### src/hw/rtl/mpsq_pkg.sv
`timescale 1ns / 1ps
// shared types and constants for the matrix power unit
// no dependencies

package mpsq_pkg;

  localparam int MAX_DIM_DEF = 8;
  localparam int ELEM_W      = 32;
  localparam int SIZE_W      = 4;
  localparam int EXP_W       = 31;
  localparam int CFG_IDX_W   = 2;
  localparam int CFG_DATA_W  = 31;

  localparam logic [CFG_IDX_W-1:0] CFG_MATRIX_SIZE = 2'd0;
  localparam logic [CFG_IDX_W-1:0] CFG_EXPONENT    = 2'd1;

  localparam logic [SIZE_W-1:0] SIZE_RESET = 4'd1;
  localparam logic [EXP_W-1:0]  EXP_RESET  = 31'd1;

  typedef enum logic [3:0] {
    S_IDLE,
    S_INIT,
    S_DECIDE,
    S_PREP,
    S_ROW,
    S_MAC,
    S_WB,
    S_OPREP,
    S_OROW,
    S_OSHIFT
  } state_t;

  typedef struct packed {
    logic load_en;
    logic prod_ident;
    logic aop_from_p;
    logic aop_from_b;
    logic row_load;
    logic row_shift;
    logic acc_clr;
    logic mac_en;
    logic aop_rot;
    logic prod_wr;
    logic base_wr;
  } cell_ctl_t;

endpackage

### src/hw/rtl/mpsq_cell.sv
`timescale 1ns / 1ps
// one column cell: base, product and operand columns, row tap and mac
// depends on mpsq_pkg

module mpsq_cell #(
  parameter int MAX_DIM  = mpsq_pkg::MAX_DIM_DEF,
  parameter int CELL_IDX = 0,
  localparam int IDX_W   = (MAX_DIM > 1) ? $clog2(MAX_DIM) : 1
) (
  input  logic                        clk,
  input  mpsq_pkg::cell_ctl_t         ctl,
  input  logic [IDX_W-1:0]            dim_m1,
  input  logic [IDX_W-1:0]            load_row,
  input  logic [IDX_W-1:0]            load_col,
  input  logic [mpsq_pkg::ELEM_W-1:0] load_data,
  input  logic [mpsq_pkg::ELEM_W-1:0] a_bcast,
  input  logic [mpsq_pkg::ELEM_W-1:0] row_in,
  output logic [mpsq_pkg::ELEM_W-1:0] row_out
);

  logic [mpsq_pkg::ELEM_W-1:0] base_r [MAX_DIM];
  logic [mpsq_pkg::ELEM_W-1:0] prod_r [MAX_DIM];
  logic [mpsq_pkg::ELEM_W-1:0] aop_r  [MAX_DIM];
  logic [mpsq_pkg::ELEM_W-1:0] base_rot [MAX_DIM];
  logic [mpsq_pkg::ELEM_W-1:0] aop_rot  [MAX_DIM];
  logic [mpsq_pkg::ELEM_W-1:0] row_r;
  logic [mpsq_pkg::ELEM_W-1:0] acc_r;
  logic [mpsq_pkg::ELEM_W-1:0] mul_w;
  logic [mpsq_pkg::ELEM_W-1:0] sum_w;
  logic                        load_hit;

  assign mul_w    = a_bcast * base_r[0];
  assign sum_w    = acc_r + mul_w;
  assign row_out  = row_r;
  assign load_hit = ctl.load_en && (load_col == IDX_W'(CELL_IDX));

  // rotate up within the active n entries; base wraps at n-1, the operand column takes the sum there
  always_comb begin
    for (int i = 0; i < MAX_DIM; i++) begin
      if (dim_m1 == IDX_W'(i)) begin
        base_rot[i] = base_r[0];
        aop_rot[i]  = sum_w;
      end else if (i < MAX_DIM - 1) begin
        base_rot[i] = base_r[(i + 1) % MAX_DIM];
        aop_rot[i]  = aop_r[(i + 1) % MAX_DIM];
      end else begin
        base_rot[i] = base_r[i];
        aop_rot[i]  = aop_r[i];
      end
    end
  end

  always_ff @(posedge clk) begin
    if (load_hit) begin
      base_r[load_row] <= load_data;
    end else if (ctl.base_wr) begin
      base_r <= aop_r;
    end else if (ctl.mac_en) begin
      base_r <= base_rot;
    end

    if (ctl.prod_ident) begin
      for (int i = 0; i < MAX_DIM; i++) begin
        prod_r[i] <= (i == CELL_IDX) ? 32'd1 : 32'd0;
      end
    end else if (ctl.prod_wr) begin
      prod_r <= aop_r;
    end

    if (ctl.aop_from_p) begin
      aop_r <= prod_r;
    end else if (ctl.aop_from_b) begin
      aop_r <= base_r;
    end else if (ctl.aop_rot) begin
      aop_r <= aop_rot;
    end

    if (ctl.row_load) begin
      row_r <= aop_r[0];
    end else if (ctl.row_shift) begin
      row_r <= row_in;
    end

    if (ctl.acc_clr) begin
      acc_r <= '0;
    end else if (ctl.mac_en) begin
      acc_r <= sum_w;
    end
  end

endmodule

### config.mk
export PLATFORM = sky130hd
export DESIGN_NAME = mpsq_cell
export DESIGN_NICKNAME = d
export VERILOG_FILES = /design/src/hw/rtl/mpsq_pkg.sv /design/src/hw/rtl/mpsq_cell.sv
export SDC_FILE = /design/constraint.sdc
export NUM_CORES = 2
export LEC_CHECK = 0
export BUFFER_PORTS_ARGS = -buffer_cell sky130_fd_sc_hd__clkbuf_2
export CORE_UTILIZATION = 35
export CTS_CLUSTER_DIAMETER = 150
export DETAILED_ROUTE_END_ITERATION = 8
export SETUP_SLACK_MARGIN = 0.02
export SLEW_MARGIN = 20
export SYNTH_ARGS = -nofsm -noshare
export SYNTH_HDL_FRONTEND = slang
export SYNTH_SLANG_ARGS = --single-unit
export TNS_END_PERCENT = 5
### constraint.sdc
create_clock -name clk -period 12.4 [get_ports clk]
set_clock_uncertainty 0.2 [all_clocks]
set_input_delay 1.24 -clock clk [delete_from_list [all_inputs] [get_ports clk]]
set_output_delay 1.24 -clock clk [all_outputs]
set_load 0.02 [all_outputs]
Word level (Yosys, flattened, before mapping)
Cells that the tools add are included.
- $add $sub $neg: 1
- $mul: 1
- order comparisons: 2
- equal/unequal tests: 8
- mux-type cells: 27
- bitwise gates (word level): 1
- reduce and logical (&&, ||, !) cells: 12
- operators with widths (kind ; number):
    2-to-1 mux 256 bit ; 6
    2-to-1 mux 32 bit ; 19
    bitwise mux 256 bit ; 1
    demux 32 bit (select 3 bit) ; 1
    adder 32 bit ; 1
    multiplier 32 x 32 -> 32 bit ; 1
    == test 3 bit (second input constant) ; 4
    nonzero test 3 bit ; 4
    == test 3 x 2 -> 1 bit (second input constant) ; 2
    zero test 3 bit ; 2
    AND reduction 2 bit ; 3
    greater-or-equal comparator 4 bit (second input constant) ; 1
    less-than comparator 4 x 1 -> 1 bit (second input constant) ; 1
    inverter 3 -> 4 bit ; 1
    == test 3 x 1 -> 1 bit (second input constant) ; 1
    != test 3 bit (second input constant) ; 1
    logical AND 1 bit ; 2
    nonzero test 2 bit ; 1
- flip-flop bits (word level): 832
- input bits: 117
- output and inout bits: 32
- logic and storage cells: 78

Logic depth before layout (Yosys ltp)
- word-level depth: 7
- mapped depth: 31
- gate-level depth less buffers: 27

Worst setup path after synthesis
OpenSTA, ideal clock, no wires.
- path type: input-to-reg
- from: input port a_bcast[12] (netlist name)
- to: register aop_r[254] (netlist name), data pin
- library setup time: 0.271 ns
- data arrival time: 8.015 ns
- required time: 11.929 ns
- setup slack: 3.914 ns
- stages: 26
- buffers on the path: 3
- cells stage by stage: clkbuf_1 clkbuf_1 and2_1 fa_1 fa_1 fa_1 inv_1 fa_1 inv_1 fa_1 fa_1 fa_1 inv_1 fa_1 inv_1 ha_1 buf_6 a21o_1 a31o_1 a211oi_2 o31ai_1 a211o_2 a2111oi_4 o21ai_2 a31oi_1 o221ai_2
- word-level cells in the longest chain between the ends: 6
- ends and longest elaborated chain (what ; line ; RTL):
    from (decl) ; mpsq_cell.sv:16 ; input logic [mpsq_pkg::ELEM_W-1:0] a_bcast,
    multiplier 32 x 32 -> 32 bit ; mpsq_cell.sv:32 ; assign mul_w = a_bcast * base_r[0];
    adder 32 bit ; mpsq_cell.sv:33 ; assign sum_w = acc_r + mul_w;
    2-to-1 mux 32 bit ; mpsq_cell.sv:40 ; if (dim_m1 == IDX_W'(i)) begin
    2-to-1 mux 256 bit ; mpsq_cell.sv:74 ; end else if (ctl.aop_rot) begin
    2-to-1 mux 256 bit ; mpsq_cell.sv:72 ; end else if (ctl.aop_from_b) begin
    2-to-1 mux 256 bit ; mpsq_cell.sv:70 ; if (ctl.aop_from_p) begin
    to (signal assigned) ; mpsq_cell.sv:71 ; aop_r <= prod_r;
    to (signal assigned) ; mpsq_cell.sv:73 ; aop_r <= base_r;
    to (signal assigned) ; mpsq_cell.sv:75 ; aop_r <= aop_rot;
    to (decl) ; mpsq_cell.sv:23 ; logic [mpsq_pkg::ELEM_W-1:0] aop_r [MAX_DIM];
Every way passes these cells. The select of a mux whose other input is x is not followed.
A chain may end at the register's enable or synchronous reset.

Final worst setup path
- from: register base_r[224] (netlist name)
- to: register aop_r[93] (netlist name), data pin
- word-level cells in the longest chain between the ends: 6
- ends and longest elaborated chain (what ; line ; RTL):
    from (decl) ; mpsq_cell.sv:21 ; logic [mpsq_pkg::ELEM_W-1:0] base_r [MAX_DIM];
    from (signal, indexed assignment) ; mpsq_cell.sv:55 ; base_r[load_row] <= load_data;
    from (signal assigned) ; mpsq_cell.sv:57 ; base_r <= aop_r;
    from (signal assigned) ; mpsq_cell.sv:59 ; base_r <= base_rot;
    multiplier 32 x 32 -> 32 bit ; mpsq_cell.sv:32 ;
    adder 32 bit ; mpsq_cell.sv:33 ;
    2-to-1 mux 32 bit ; mpsq_cell.sv:40 ;
    2-to-1 mux 256 bit ; mpsq_cell.sv:74 ;
    2-to-1 mux 256 bit ; mpsq_cell.sv:72 ;
    2-to-1 mux 256 bit ; mpsq_cell.sv:70 ;
Every way passes these cells. The select of a mux whose other input is x is not followed.

==> flow_metrics.env <==
export IMPL_synthTopCellsByArea="edfxtp_1 28%, fa_1 15%, dfxtp_1 10%"
export IMPL_finalWorstPathRequiredPeriod_ns=8.81
export IMPL_synth_seq_area_share_pct=38.3
export IMPL_wire_per_inst_um=24.0
export IMPL_holdCritPathClass="reg -> reg"
export IMPL_finalCritPeriodShare_pct=71.1
export IMPL_rr_startpoint="base_r[224]"
export IMPL_start_kind="flip-flop"
export IMPL_io_buffers=148
export IMPL_fp_dieH_um=408
export IMPL_relSlewSlack_pct=21.2
export IMPL_synth_edf_count=544
export IMPL_dpl_hpwl_mm=121
export IMPL_ys_ff_latch=832
export IMPL_syn_area_um2=57700
export IMPL_grt_pass1_vias=46600
export IMPL_ys_types=81
export IMPL_r2r_end="aop_r[93]"
export IMPL_vias_per_cell=5.59
export IMPL_postSynthCellCount=6088
export IMPL_synth_top_area_share_pct=28.3
export IMPL_grt_max_degree=203
export IMPL_clock_fmax_mhz=113
export IMPL_fp_dieW_um=408
export IMPL_netlist_top_cell_by_area="edfxtp_1"
export IMPL_routed_wl_mm=196
export IMPL_synth_avg_cell_area_um2=9.48
export IMPL_num_nets_final=6589
export IMPL_cts_inserted_buffers=95
export IMPL_dr_wl_met3_mm=20.5
export IMPL_firstDrtPassIters=7
export IMPL_post_cts_setup_buffers=0
export IMPL_rr_worst_depth=25
export IMPL_drt_initial_drc_count=5004
export IMPL_filler_cell_count=16300
export IMPL_whs_path_depth=2
export IMPL_route_met2_wl_mm=87.8
export IMPL_antenna_found_initial=18
export IMPL_status="completed"
export IMPL_rsz0062_at_grt="false"
export IMPL_syn_nets=6767
export IMPL_areaGrowthSynthToFinish_pct=9.50
export IMPL_synth_flop_cell="edfxtp_1"
export IMPL_drive_gt1_share_pct=8.16
export IMPL_hold_buffers=0
export IMPL_r2r_slack_ns=3.59
export IMPL_cp_end_kind="flip-flop"
export IMPL_async_flop_share_pct=0
export IMPL_crit_arrival_ns=9.12
export IMPL_worstSetupPathType="reg -> reg"
export IMPL_root_buffer="clkbuf_16"
export IMPL_h_tree_depth=3
export IMPL_rows=148
export IMPL_clkTransAtPathRegs_ns=0.06
export IMPL_worst_pin_slew_ns=1.18
export IMPL_cts_tree="done"
export IMPL_clock_sinks=832
export IMPL_grt_pass1_wl_mm=298
export IMPL_startpoint="base_r[224]"
export IMPL_core_area_um2=163000
export IMPL_die_area_um2=167000
export IMPL_cts_resized=0
export IMPL_worstSkewPairLatency_ns=0.70
export IMPL_critPathMaxFanout=40
export IMPL_synth_common_cells="1032 x nand2_1, 557 x inv_1, 544 x edfxtp_1, 511 x a21oi_1, 438 x fa_1"
export IMPL_synth_warnings=0
export IMPL_wl_met1_mm=80.7
export IMPL_grt_overflow_total=0
export IMPL_grtUsageTotal_pct=23.3
export IMPL_ant_nets=0
export IMPL_io_pin_count=149
export IMPL_setup_tns_ns=0
export IMPL_worstHoldStart="acc_r[23]"
export IMPL_yosys_cell_count_top_type="nand2_1"
export IMPL_worstPathRequired_ns=12.70
export IMPL_drc=0
export IMPL_final_setup_viol_count=0
export IMPL_finalHoldViolations=0
export IMPL_highest_layer="met5"
export IMPL_cp_endpoint="aop_r[93]"
export IMPL_vias=45700
export IMPL_gpl_final_weighted_congestion=0.883
export IMPL_drv_slew=0
export IMPL_maxCapViolations=0
export IMPL_start_util_pct=35.3
export IMPL_cts_buffer_depth=3
==> registers in the layout, indices dropped and copies added (netlist names) <==
| register | flops |
|---|---|
| base_r | 256 |
| acc_r | 32 |
| row_out | 32 |
| prod_r | 256 |
| aop_r | 256 |
==> placed cells by master (no fill, tap or decap), types with 14 or more instances in the layout <==
cell type,netlist,layout
nand2_1,1032,1026
inv_1,557,556
edfxtp_1,544,544
a21oi_1,511,509
fa_1,438,438
nor2_1,428,422
mux2i_1,385,385
and2_1,342,340
dfxtp_1,288,288
o21ai_0,262,260
a221o_1,180,180
clkbuf_2,32,143
ha_1,124,124
clkbuf_16,0,97
buf_4,4,91
xnor2_1,57,53
a211oi_1,44,44
mux2_2,34,34
o21ai_1,33,33
clkbuf_1,394,32
o211ai_1,27,27
o31ai_1,23,23
a21o_1,22,22
xor2_1,23,22
a31oi_1,21,21
nor3_1,26,21
o221ai_1,21,21
nand2b_1,18,17
o311a_1,14,14
a22o_1,14,14
clkbuf_8,0,14
==> per-layer routing <==
| layer | up-vias | GRT usage, % |
|---|---|---|
| met1 | 22900 | 32.4 |
| met2 | 2403 | 36.3 |
| met4 | 4 | 8.37 |
| met5 | - | 0 |
| met3 | 348 | 4.22 |
| li1 | 20000 | - |
==> cell families after synthesis <==
kind of cell	synth area share (%)
compound gates	13.6
xor+xnor	1.42
fa+ha+maj	17.9
buf+inv	7.36
flops	38.3
mux	7.36
simple gates	14.1
==> worst min path at each step <==
stage | end | slack [ns]
detailed placement | acc_r[23] | 0.26
global placement | acc_r[23] | 0.25
global route | acc_r[30] | 0.31
finish | acc_r[23] | 0.27
floorplan | acc_r[23] | 0.24
CTS | acc_r[23] | 0.27
==> final cells by class <==
type                    instances  area, um^2  share of cell area (%)
clock buffers                 143        2740                    4.33
diodes                          5        12.5                  0.0198
repair buffers                241        1520                    2.40
well taps                    2175        2720                    4.30
multi-input cells            4182       31600                    50.0
flip-flops and latches        832       22100                    35.0
clock inverters                37         412                   0.651
inverters                     558        2100                    3.32
==> worst max-delay path, cell delays in order, from the launching register on <==
cell and delay, ns:
edfxtp_1 0.33, buf_4 0.47, nand2_1 0.17, fa_1 0.52, fa_1 0.54, inv_1 0.05
fa_1 0.48, inv_1 0.09, fa_1 0.56, inv_1 0.06, fa_1 0.52, inv_1 0.06
fa_1 0.55, fa_1 0.43, fa_1 0.49, inv_1 0.04, ha_1 0.40, a21o_1 0.24
a21oi_1 0.28, nor2_1 0.07, o21a_1 0.19, a311oi_2 0.52, o21ai_1 0.16, xor2_1 0.71
mux2i_1 0.16, o221ai_1 0.22
==> through the flow <==
| step | hold WS, ns | cell area (um^2) | utilization, % | std cells | worst slack, ns |
|---|---|---|---|---|---|
| floorplan | 0.241 | 57700 | - | 6088 | 3.91 |
| global placement | 0.254 | 60000 | 36.8 | 7988 | 3.09 |
| detailed placement | 0.263 | 60000 | 36.8 | 7988 | 3.09 |
| CTS | 0.271 | 63200 | 38.7 | 8168 | 3.62 |
| global route | 0.309 | 63200 | 38.7 | 8171 | 3.16 |
| finish | 0.275 | 63200 | 38.7 | 8173 | 3.59 |
Power is not shown: default switching activity piles up to over one toggle a cycle in this logic, so the estimate is an artifact.
